## config.mk

```make
export PLATFORM = sky130hd
export DESIGN_NAME = nmea_sentence_validator
export DESIGN_NICKNAME = d
export VERILOG_FILES = /design/src/rtl/nsv_pkg.sv /design/src/rtl/nmea_sentence_validator.sv
export SDC_FILE = /design/constraint.sdc
export NUM_CORES = 1
export LEC_CHECK = 0
export BUFFER_PORTS_ARGS = -buffer_cell sky130_fd_sc_hd__buf_2
export CORE_MARGIN = 4
export CORE_UTILIZATION = 58
export CTS_CLUSTER_DIAMETER = 30
export DETAILED_ROUTE_END_ITERATION = 8
export PLACE_DENSITY = 0.84
export SYNTH_ARGS = -nofsm -noshare
export SYNTH_HDL_FRONTEND = slang
export SYNTH_SLANG_ARGS = --single-unit
export TNS_END_PERCENT = 5
```

## constraint.sdc

```tcl
create_clock -name i_clk -period 4.1 [get_ports i_clk]
set_clock_uncertainty 0.1 [all_clocks]
set_input_delay 0.205 -clock i_clk [delete_from_list [all_inputs] [get_ports i_clk]]
set_output_delay 0.205 -clock i_clk [all_outputs]
set_load 0.005 [all_outputs]
```

## src/rtl/nsv_pkg.sv

```systemverilog
// Package for the sentence validator: status codes, header bytes, hex decode.
// Depends on nothing; used by the top level and its checker.
package nsv_pkg;

    localparam int unsigned HDR_LEN = 6;

    localparam logic [2:0] ST_OK         = 3'd0;
    localparam logic [2:0] ST_BAD_HEADER = 3'd1;
    localparam logic [2:0] ST_NO_STAR    = 3'd2;
    localparam logic [2:0] ST_MISMATCH   = 3'd3;
    localparam logic [2:0] ST_FEW_FIELDS = 3'd4;

    localparam logic [7:0] CHAR_STAR  = 8'h2A;
    localparam logic [7:0] CHAR_COMMA = 8'h2C;

    localparam logic [7:0] MIN_FIELDS_RESET = 8'd16;

    // Expected header byte at a given position; positions past the header read zero.
    function automatic logic [7:0] hdr_byte(input logic [2:0] pos);
        logic [7:0] b;
        case (pos)
            3'd0:    b = 8'h24;
            3'd1:    b = 8'h47;
            3'd2:    b = 8'h48;
            3'd3:    b = 8'h46;
            3'd4:    b = 8'h50;
            3'd5:    b = 8'h44;
            default: b = 8'h00;
        endcase
        return b;
    endfunction

    // Hex digit decode: bit 4 flags a digit, bits 3:0 hold its value.
    function automatic logic [4:0] hex_digit(input logic [7:0] c);
        logic [4:0] r;
        r = 5'd0;
        if (c >= 8'h30 && c <= 8'h39) begin
            r = {1'b1, 4'(c - 8'h30)};
        end else if (c >= 8'h41 && c <= 8'h46) begin
            r = {1'b1, 4'(c - 8'h37)};
        end else if (c >= 8'h61 && c <= 8'h66) begin
            r = {1'b1, 4'(c - 8'h57)};
        end
        return r;
    endfunction

endpackage

```

## src/rtl/nmea_sentence_validator.sv

```systemverilog
// Top level of the sentence validator: input register, per-byte update, result register.
// Depends on nsv_pkg.
//
// The block takes one sentence character per input beat and, on the beat
// flagged by tlast, delivers one status beat. It checks the six-byte header,
// XORs the bytes from the second one up to the first '*', needs at least two
// bytes after that '*', reads the hex digits after it (a value above 255
// mismatches) and counts the fields split on ',' and '*' against min_fields.
// Status codes: 0 ok, 1 bad header, 2 no star or short tail, 3 checksum
// mismatch, 4 too few fields; the first failing check in that order wins.
// Throughput is one beat per cycle unless a final byte must wait (below): every
// byte passes an input register and the combinational per-byte update logic,
// and final bytes load a result register, which presents the result on the
// output. Non-final bytes keep flowing while a result waits on the output;
// only a final byte waits in the input register until the result register
// is free.
// Write min_fields (reset 16) only while no sentence is in flight.
module nmea_sentence_validator (
    input  logic        i_clk,
    input  logic        i_rst_n,
    // configuration
    input  logic        i_cfg_wr_en,
    input  logic [7:0]  i_cfg_wr_data,     // min_fields
    // byte stream in
    input  logic        i_s_axis_tvalid,
    output logic        o_s_axis_tready,
    input  logic [7:0]  i_s_axis_tdata,    // [7:0] data_byte
    input  logic        i_s_axis_tlast,    // last
    // status stream out
    output logic        o_m_axis_tvalid,
    input  logic        i_m_axis_tready,
    output logic [23:0] o_m_axis_tdata,    // [7:0] computed_checksum, [15:8] received_checksum,
                                           // [23:16] field_count
    output logic [3:0]  o_m_axis_tuser     // [2:0] status, [3] valid_res
);

    // configuration register
    logic [7:0] r_min_fields;

    // input register
    logic       r_in_valid;
    logic [7:0] r_in_byte;
    logic       r_in_last;

    // sentence state
    logic [2:0] r_pos,  n_pos;
    logic       r_hdr_ok, n_hdr_ok;
    logic [7:0] r_xor,  n_xor;
    logic       r_star, n_star;
    logic [1:0] r_tail, n_tail;
    logic       r_hex_act, n_hex_act;
    logic [7:0] r_hex,  n_hex;
    logic       r_hex_over, n_hex_over;
    logic [7:0] r_fld,  n_fld;

    // result register
    logic        r_out_valid;
    logic [23:0] r_out_data;
    logic [3:0]  r_out_user;

    logic       in_take;
    logic       advance;
    logic [2:0] n_status;
    logic [4:0] dig;

    // A final byte may only move on when the result register is free or draining.
    assign advance = r_in_valid && !(r_in_last && r_out_valid && !i_m_axis_tready);
    assign o_s_axis_tready = !r_in_valid || advance;
    assign in_take = i_s_axis_tvalid && o_s_axis_tready;

    // Per-byte update of the sentence state.
    always_comb begin
        n_pos      = r_pos;
        n_hdr_ok   = r_hdr_ok;
        n_xor      = r_xor;
        n_star     = r_star;
        n_tail     = r_tail;
        n_hex_act  = r_hex_act;
        n_hex      = r_hex;
        n_hex_over = r_hex_over;
        n_fld      = r_fld;
        dig        = nsv_pkg::hex_digit(r_in_byte);

        if (r_pos < 3'(nsv_pkg::HDR_LEN) && r_in_byte != nsv_pkg::hdr_byte(r_pos)) begin
            n_hdr_ok = 1'b0;
        end

        if (r_star) begin
            if (r_tail < 2'd2) begin
                n_tail = r_tail + 2'd1;
            end
            if (r_hex_act) begin
                if (!dig[4]) begin
                    n_hex_act = 1'b0;
                end else begin
                    // anything in the high nibble would be shifted past 8 bits
                    if (|r_hex[7:4]) begin
                        n_hex_over = 1'b1;
                    end
                    n_hex = {r_hex[3:0], dig[3:0]};
                end
            end
        end else if (r_in_byte == nsv_pkg::CHAR_STAR) begin
            n_star    = 1'b1;
            n_hex_act = 1'b1;
        end else if (r_pos != 3'd0) begin
            n_xor = r_xor ^ r_in_byte;
        end

        if ((r_in_byte == nsv_pkg::CHAR_COMMA || r_in_byte == nsv_pkg::CHAR_STAR)
            && r_fld != 8'hFF) begin
            n_fld = r_fld + 8'd1;
        end

        if (r_pos < 3'(nsv_pkg::HDR_LEN)) begin
            n_pos = r_pos + 3'd1;
        end

        // first failing check decides the status
        if (n_pos < 3'(nsv_pkg::HDR_LEN) || !n_hdr_ok) begin
            n_status = nsv_pkg::ST_BAD_HEADER;
        end else if (!n_star || n_tail < 2'd2) begin
            n_status = nsv_pkg::ST_NO_STAR;
        end else if (n_hex_over || n_hex != n_xor) begin
            n_status = nsv_pkg::ST_MISMATCH;
        end else if (n_fld < r_min_fields) begin
            n_status = nsv_pkg::ST_FEW_FIELDS;
        end else begin
            n_status = nsv_pkg::ST_OK;
        end
    end

    always_ff @(posedge i_clk) begin
        if (!i_rst_n) begin
            r_min_fields <= nsv_pkg::MIN_FIELDS_RESET;
            r_in_valid   <= 1'b0;
            r_out_valid  <= 1'b0;
            r_pos        <= 3'd0;
            r_hdr_ok     <= 1'b1;
            r_xor        <= 8'd0;
            r_star       <= 1'b0;
            r_tail       <= 2'd0;
            r_hex_act    <= 1'b0;
            r_hex        <= 8'd0;
            r_hex_over   <= 1'b0;
            r_fld        <= 8'd1;
        end else begin
            if (i_cfg_wr_en) begin
                r_min_fields <= i_cfg_wr_data;
            end

            // input register: refill when empty or moving on
            if (o_s_axis_tready) begin
                r_in_valid <= i_s_axis_tvalid;
            end

            // drain the result register, then maybe reload it
            if (i_m_axis_tready) begin
                r_out_valid <= 1'b0;
            end

            if (advance) begin
                if (r_in_last) begin
                    // hand off the result and clear for the next sentence
                    r_out_valid <= 1'b1;
                    r_pos       <= 3'd0;
                    r_hdr_ok    <= 1'b1;
                    r_xor       <= 8'd0;
                    r_star      <= 1'b0;
                    r_tail      <= 2'd0;
                    r_hex_act   <= 1'b0;
                    r_hex       <= 8'd0;
                    r_hex_over  <= 1'b0;
                    r_fld       <= 8'd1;
                end else begin
                    r_pos       <= n_pos;
                    r_hdr_ok    <= n_hdr_ok;
                    r_xor       <= n_xor;
                    r_star      <= n_star;
                    r_tail      <= n_tail;
                    r_hex_act   <= n_hex_act;
                    r_hex       <= n_hex;
                    r_hex_over  <= n_hex_over;
                    r_fld       <= n_fld;
                end
            end
        end
    end

    // payload registers, no reset
    always_ff @(posedge i_clk) begin
        if (in_take) begin
            r_in_byte <= i_s_axis_tdata;
            r_in_last <= i_s_axis_tlast;
        end
        if (advance && r_in_last) begin
            r_out_data <= {n_fld, n_hex, n_xor};
            r_out_user <= {n_status == nsv_pkg::ST_OK, n_status};
        end
    end

    assign o_m_axis_tvalid = r_out_valid;
    assign o_m_axis_tdata  = r_out_data;
    assign o_m_axis_tuser  = r_out_user;

endmodule

```

==> metrics.cfg, run 1 <==
[run_status]
status=finished, final reports clean

[placement]
dp_hpwl_um=6170
io_buffers=51
placed_area_um2=4600
place_congestion=0.848
post-place-ws_ns=0.359

[clock_network]
numCtsBuffers=9
cts_tree=yes
cts.clk_slew.worst_paths_ns=0.09
clock-root-buffer=clkbuf_8
clkSinkCount=80
clock_latency_ns=0.36
htree_levels=3
clockBufferDepth=2
post_cts_resized=0

[logic_synthesis]
yosys_warnings=0
ys_ff_latch=80
netlist_area_um2=4270
synth_edf_count=37
postSynthCellCount=419
async_flop_share=0
seq_area_frac_synth=0.461
syn-num-nets=459
synth.avg_cell_area_um2=10.2
synth_flop_cell=dfxtp_1
ys_types=66

[global_routing]
antenna_found_initial=0
grt_max_degree=42
track_usage=0.218
grt_overflow=0
grt_pass1_vias=3257
grt_pass1_wl_um=15200

[finish]
drive_gt1_frac=0.188
postLayoutCoreUtil=0.680
fin_area_um2=4900
final_common_cell=buf_2
fillers=562
areaGrowthSynthToFinish_pct=14.8
diodes=0
final_nets=516
final_cell_mix=51 x buf_2, 43 x dfxtp_1, 40 x nor2b_1

[power_and_ir_drop]
combPwrFrac=0.081
sequentialPowerShare=0.536
swShare=0.232
peakVddDrop_uv=146
p_leak_uw=0.00195
p_sw_uw=376
p_int_uw=1250
clkPwrFrac=0.383
p_per_area_nw_per_um2=331

[sta]
slew_viol_final=0
slew_headroom=0.223
fin_crit_sh=0.904
tightest_slew_ns=1.16
timing.fmax_mhz=270
worst_slack_ns=0.395
finalHoldViolCount=0
rsz0062_at_grt=no
finalSetupViolCount=0
setup_tns_ns=0
period_needed_ns=3.71

[worst_setup_path]
path_buf_inv=2
path_cells=inv_1 -> ha_1 -> mux2_2 -> o21ai_0 -> or4_1 -> nor2_1 -> and3_1 -> xor2_1 -> ha_1 -> inv_1 -> a21oi_1 -> nor2_1 -> o31a_1 -> nor4b_2
end_kind=flop
slowest_delay_ns=0.56
cp-start-kind=flop
cp_slowest_cell=or4_1
critPathArrivalTime_ns=3.71
cp_max_fo=10
critPathRequiredTime_ns=4.11
criticalPathCategory=flop to flop
crit_family=simple AND/OR/NAND/NOR gates

[job]
maxCapViolCount=0

[die]
fp.dieH_um=93.8
placeableCoreArea_um2=7210
row_count=31
die_area_um2=8810
pin_count=52
die_w_um=93.8
start_util=0.592

[routing]
routed_wl_um=8820
vias=3276
ant_nets=0
vias_per_cell=5.66
dr.pass1.iters=4
drt_first_iter_violations=193
remaining_drc_errors=0
wl_per_cell_um=15.2

[hold_path]
hold_class=input pin to flop

==> cell usage after synthesis (2+ instances only) <==
cell       n  area [um2]
and3_1     2        12.5
a21boi_1   2        15.0
mux2_2     6        67.6
clkbuf_1  13        48.8
nand4_1    3        18.8
dfxtp_1   43         861
o22ai_1    2        12.5
o41ai_1    2        17.5
xnor2_1   13         114
o31a_1     2        17.5
or3_1      5        31.3
o21a_1     3        22.5
nand2b_1   7        43.8
nand3_1   12        60.1
a211oi_1   2        15.0
a31oi_1    7        43.8
nand2_1   19        71.3
o21bai_1   3        22.5
or4_1      2        15.0
o21ai_0   22         110
nor3b_2    2        25.0
nor2b_1   40         250
nor3_1     4        20.0
inv_1     28         105
a22oi_1   20         150
nor2_1    23        86.3
ha_1      18         225
buf_1      2        7.51
a21boi_0   3        22.5
a21oi_1    9        45.0
xor2_1     7        61.3
o211ai_1   3        22.5
edfxtp_1  37        1110
mux2i_1   11         110
and2_1     8        50.1
or2_2      2        12.5
nor3b_1    3        22.5
==> worst paths after layout <==
path | from | depth (start not counted) | slack (ns) | end
setup reg to reg | r_in_byte[0]$_DFFE_PP_ | 14 | 0.39 | o_m_axis_tuser[2]$_DFFE_PP_
hold / removal | i_cfg_wr_data[7] | 3 | 0.002 | r_min_fields[7]$_SDFFE_PN0P_
hold reg to reg | r_hex_act$_SDFFE_PN0P_ | 2 | 0.38 | r_hex_act$_SDFFE_PN0P_
setup / recovery | r_in_byte[0]$_DFFE_PP_ | 14 | 0.39 | o_m_axis_tuser[2]$_DFFE_PP_
==> metrics by stage <==
stage | power (uW) | hold WS, ns | cells
2_1_floorplan | 970 | 0.204 | 419
3_3_place_gp | 1010 | 0.281 | 554
3_5_place_dp | 1010 | 0.283 | 554
4_1_cts | 1630 | 0.000296 | 579
5_1_grt | 1680 | 0.0326 | 579
6_report | 1620 | 0.00175 | 579
==> power by group through the flow <==
stage	Combinational (uW)	Sequential, uW	Clock, uW
after detailed placement	124	887	0
after global routing	147	872	665
after global placement	121	886	0
after floorplan	90.8	879	0
final	132	869	622
after CTS	132	869	628
==> cells by family (layout without fill, tap and decap cells) <==
kind of cell | Yosys count | after routing | synth area share
buf+inv | 45 | 106 | 0.0416
flops | 80 | 80 | 0.461
xor+xnor | 21 | 21 | 0.0448
fa+ha+maj | 18 | 18 | 0.0527
simple gates | 146 | 146 | 0.204
compound gates | 92 | 92 | 0.154
mux | 17 | 17 | 0.0416
==> routing by layer <==
| metal | wire (um) | vias to the layer above | global-route usage | part of all wire |
|---|---|---|---|---|
| li1 | - | 1618 | - | - |
| met1 | 3970 | 1560 | 0.289 | 0.45 |
| met2 | 4210 | 87 | 0.362 | 0.48 |
| met3 | 518 | 11 | 0.0304 | 0.059 |
| met4 | 124 | 0 | 0.0806 | 0.014 |
| met5 | 0 | - | 0 | 0 |
==> worst min-delay path, cell delays in order <==
cell and delay (ns):
buf_2 0.08, mux2i_1 0.05, nor2b_1 0.09
==> cell type report <==
type	count	area, um2	area share
flip-flops and latches	80	1970	0.402
well taps	99	124	0.0253
inverters	28	105	0.0214
clock inverters	6	85.1	0.0173
multi-input cells	294	2120	0.433
clock buffers	9	124	0.0253
repair buffers	63	370	0.0755
==> sequential cells by signal (all words and copies together) (netlist names) <==
signal / flops
o_m_axis_tdata: 24
o_m_axis_tuser: 4
o_m_axis_tvalid: 1
r_fld: 8
r_hdr_ok: 1
r_hex: 8
r_hex_act: 1
r_hex_over: 1
r_in_byte: 8
r_in_last: 1
r_in_valid: 1
r_min_fields: 8
r_pos: 3
r_star: 1
r_tail: 2
r_xor: 8
==> timing repair <==
action | 4_1_cts | 5_1_grt
endpoints found under the hold margin | 10 | 0
endpoints found under the setup margin | 0 | 0
buffers inserted | 0 | 0
hold buffers | 10 | 0
No activity file was read; power rests on OpenSTA's default activity.
==> run 2, diff against run 1 <==
ABC_AREA = 1   (was not set)
HOLD_SLACK_MARGIN = 0.05   (was not set)
==> metrics.cfg, run 2 <==
[run_status]
status=finished, final reports clean

[routing]
wl_per_cell_um=13.2  ; -14%
ant_nets=0  ; unchanged
drt_first_iter_violations=243  ; +26%
routed_wl_um=9020  ; +2.3%
dr.pass1.iters=4  ; unchanged
vias_per_cell=5.21  ; -8.0%
vias=3567  ; +8.9%
remaining_drc_errors=0  ; unchanged

[die]
row_count=30  ; -3.2%
die_w_um=92.5  ; -1.5%
pin_count=52  ; unchanged
fp.dieH_um=92.5  ; -1.5%
placeableCoreArea_um2=6870  ; -4.8%
start_util=0.602  ; +0.00975
die_area_um2=8550  ; -3.0%

[logic_synthesis]
synth_compound_area_frac=0.0811  ; -0.0729
synth_mux_area_frac=0.00272  ; -0.0388
synth_top_cell_by_area=edfxtp_1
synth_commonest_cells=148 x nand2_1, 74 x inv_1, 43 x dfxtp_1
yosysMostFrequentCell=nand2_1
synth.top_cell.area_share=0.269  ; +0.00865
ys_ff_latch=80  ; unchanged
synthXorXnorAreaFrac=0.0318  ; -0.0130
synth_edf_count=37  ; unchanged
ys_types=32  ; -52%
postSynthCellCount=515  ; +23%
async_flop_share=0  ; unchanged
synth_top_family_by_area=simple AND/OR/NAND/NOR gates
synthAdderAreaFrac=0.0544  ; +0.00175
seq_area_frac_synth=0.477  ; +0.0154
yosys_warnings=0  ; unchanged
syn-num-nets=555  ; +21%
synth.avg_cell_area_um2=8.03  ; -21%
netlist_area_um2=4140  ; -3.2%
synthSimpleGateAreaFrac=0.267  ; +0.0634
synth_flop_cell=dfxtp_1
synthTopCellsByArea=edfxtp_1 27%, dfxtp_1 21%, nand2_1 13%, inv_1 6.7%, ha_1 5.4%

[placement]
io_buffers=51  ; unchanged
placed_area_um2=4450  ; -3.1%
place_inst=652  ; +18%
place_congestion=0.884  ; +4.2%
dp_hpwl_um=6410  ; +3.9%

[clock_network]
clkSinkCount=80  ; unchanged
clockBufferDepth=2  ; unchanged
numCtsBuffers=9  ; unchanged
clock-root-buffer=clkbuf_8
htree_levels=3  ; unchanged
cts_tree=yes
clock_latency_ns=0.35  ; about the same
cts_setup_buffers=0  ; unchanged
post_cts_resized=0  ; unchanged
cts.clk_slew.worst_paths_ns=0.08  ; about the same

[worst_setup_path]
rrSetupSlack_ns=0.55  ; +0.15 ns
r2r_start=r_in_byte[0]$_DFFE_PP_
path_cells=inv_1 -> ha_1 -> inv_1 -> o21ai_0 -> nand3_1 -> nor3_1 -> nand2_1 -> xor2_1 -> inv_1 -> ha_1 -> nand2_1 -> inv_1 -> a221oi_1 -> a21boi_0 -> nor2_1
critPathArrivalTime_ns=3.56  ; -0.15 ns
cp_slowest_cell=edfxtp_1
r2r-end=o_m_axis_tuser[3]$_DFFE_PP_
crit_family=simple AND/OR/NAND/NOR gates
cp-start-kind=flop
cp_max_fo=6  ; -4
criticalPathCategory=flop to flop
reg2reg_depth=15  ; +1
critPathRequiredTime_ns=4.11  ; about the same
end_kind=flop
path_buf_inv=4  ; +2
slowest_delay_ns=0.50  ; -0.06 ns
critPathMostFrequentCell=inv_1

[finish]
fin_area_um2=4810  ; -1.9%
layout.cells.non_filler=685  ; +18%
final_common_cell=nand2_1
final_cell_mix=148 x nand2_1, 74 x inv_1, 51 x buf_2
diodes=0  ; unchanged
final_nets=624  ; +21%
areaGrowthSynthToFinish_pct=16.3
largest_reg_flops=24  ; unchanged
drive_gt1_frac=0.153  ; -0.0347

[sta]
timing.fmax_mhz=282  ; +4.4%
period_needed_ns=3.55  ; -0.155 ns
finalSetupViolCount=0  ; unchanged
slew_headroom=0.282  ; +0.0582
setup_tns_ns=0  ; unchanged
tightest_slew_ns=1.08  ; -0.0872 ns
fin_crit_sh=0.866  ; -0.0378
rsz0062_at_grt=no
finalHoldViolCount=0  ; unchanged
slew_viol_final=0  ; unchanged

[global_routing]
track_usage=0.222  ; +0.00391
grt_max_degree=31  ; -26%
grt_overflow=0  ; unchanged
grt_pass1_wl_um=15200  ; about the same
grt_pass1_vias=3372  ; +3.5%
antenna_found_initial=0  ; unchanged

[job]
maxCapViolCount=0  ; unchanged

[power_and_ir_drop]
peakVddDrop_uv=218  ; +49%
p_leak_uw=0.00220  ; +13%
total_power_uw=1590  ; -2.1%
p_per_area_nw_per_um2=330  ; -0.19%

[hold_path]
whs_path_depth=3  ; unchanged
hold_class=input pin to flop
hold_end=r_min_fields[2]$_SDFFE_PN0P_
hp-start=i_cfg_wr_data[2]

run 2: changes by cell type in the layout (fill, tap and decap cells not counted), moves of 8 or more:
cell     previous run  this run
nor2b_1            40         0
o21ai_0            22        13
and2_1              8         0
a21oi_1             9        40
nand2_2             0        10
xnor2_1            13         1
inv_1              28        74
nand2_1            19       148
mux2i_1            11         0
a22oi_1            20         0
nand3_1            12        40
run 2: worst max path at each step:
stage                                 from                           to  slack (ns)  cells past startpoint
floorplan           r_in_byte[0]$_DFFE_PP_  o_m_axis_tuser[3]$_DFFE_PP_        1.09                     15
CTS                 r_in_byte[0]$_DFFE_PP_  o_m_axis_tuser[3]$_DFFE_PP_        0.57                     15
detailed placement  r_in_byte[0]$_DFFE_PP_  o_m_axis_tuser[3]$_DFFE_PP_        0.59                     15
global placement    r_in_byte[0]$_DFFE_PP_  o_m_axis_tuser[3]$_DFFE_PP_        0.80                     15
global route        r_in_byte[0]$_DFFE_PP_  o_m_axis_tuser[3]$_DFFE_PP_        0.16                     15
finish              r_in_byte[0]$_DFFE_PP_  o_m_axis_tuser[3]$_DFFE_PP_        0.55                     15
run 2: cell families (layout without fill, tap and decap cells):
family	after synthesis	in the layout
buffers and inverters	88	162
adders and majority gates	18	18
muxes	1	1
xor gates and xnor gates	15	15
and+or+nand+nor	251	251
DFF	80	80
AOI/OAI and AO/OA	62	62
run 2: routing by layer:
layer | vias to the layer above | global-route usage | wire [um]
met3 | 14 | 0.0431 | 525
met5 | - | 0 | 0
met4 | 0 | 0.0978 | 134
met2 | 122 | 0.366 | 4330
met1 | 1638 | 0.282 | 4030
li1 | 1793 | - | -
run 2: worst min-delay path, delay by kind of cell:
| kind | cells | cell delay (ns) |
|---|---|---|
| compound gates | 2 | 0.19 |
| buf+inv | 1 | 0.07 |
run 2: report_power, final:
part | internal, uW | switching (uW) | leakage [uW]
Combinational | 57.5 | 99.2 | 0.00141
Sequential | 855 | 13.6 | 0.000698
Clock | 278 | 285 | 0.0000937
Total | 1190 | 398 | 0.00220
run 2: through the flow:
| stage | setup slack (ns) | hold WS [ns] | utilization |
|---|---|---|---|
| after global placement | 0.803 | 0.282 | 0.648 |
| after detailed placement | 0.594 | 0.284 | 0.648 |
| final | 0.550 | 0.0558 | 0.700 |
| after global routing | 0.164 | 0.0660 | 0.700 |
| after CTS | 0.573 | 0.0531 | 0.700 |
| after floorplan | 1.09 | 0.204 | - |
run 2: repair_timing:
action	in CTS	in global routing
setup endpoints to repair	0	0
hold buffers	17	0
hold endpoints to repair	15	0
run 2: final cells by class:
class,count,area (um2)
Clock buffer,10,128
Clock inverter,6,60.1
Fill cell,544,2060
Inverter,77,289
Multi-Input combinational cell,347,1810
Sequential cell,80,1970
Tap cell,96,120
Timing Repair Buffer,69,433
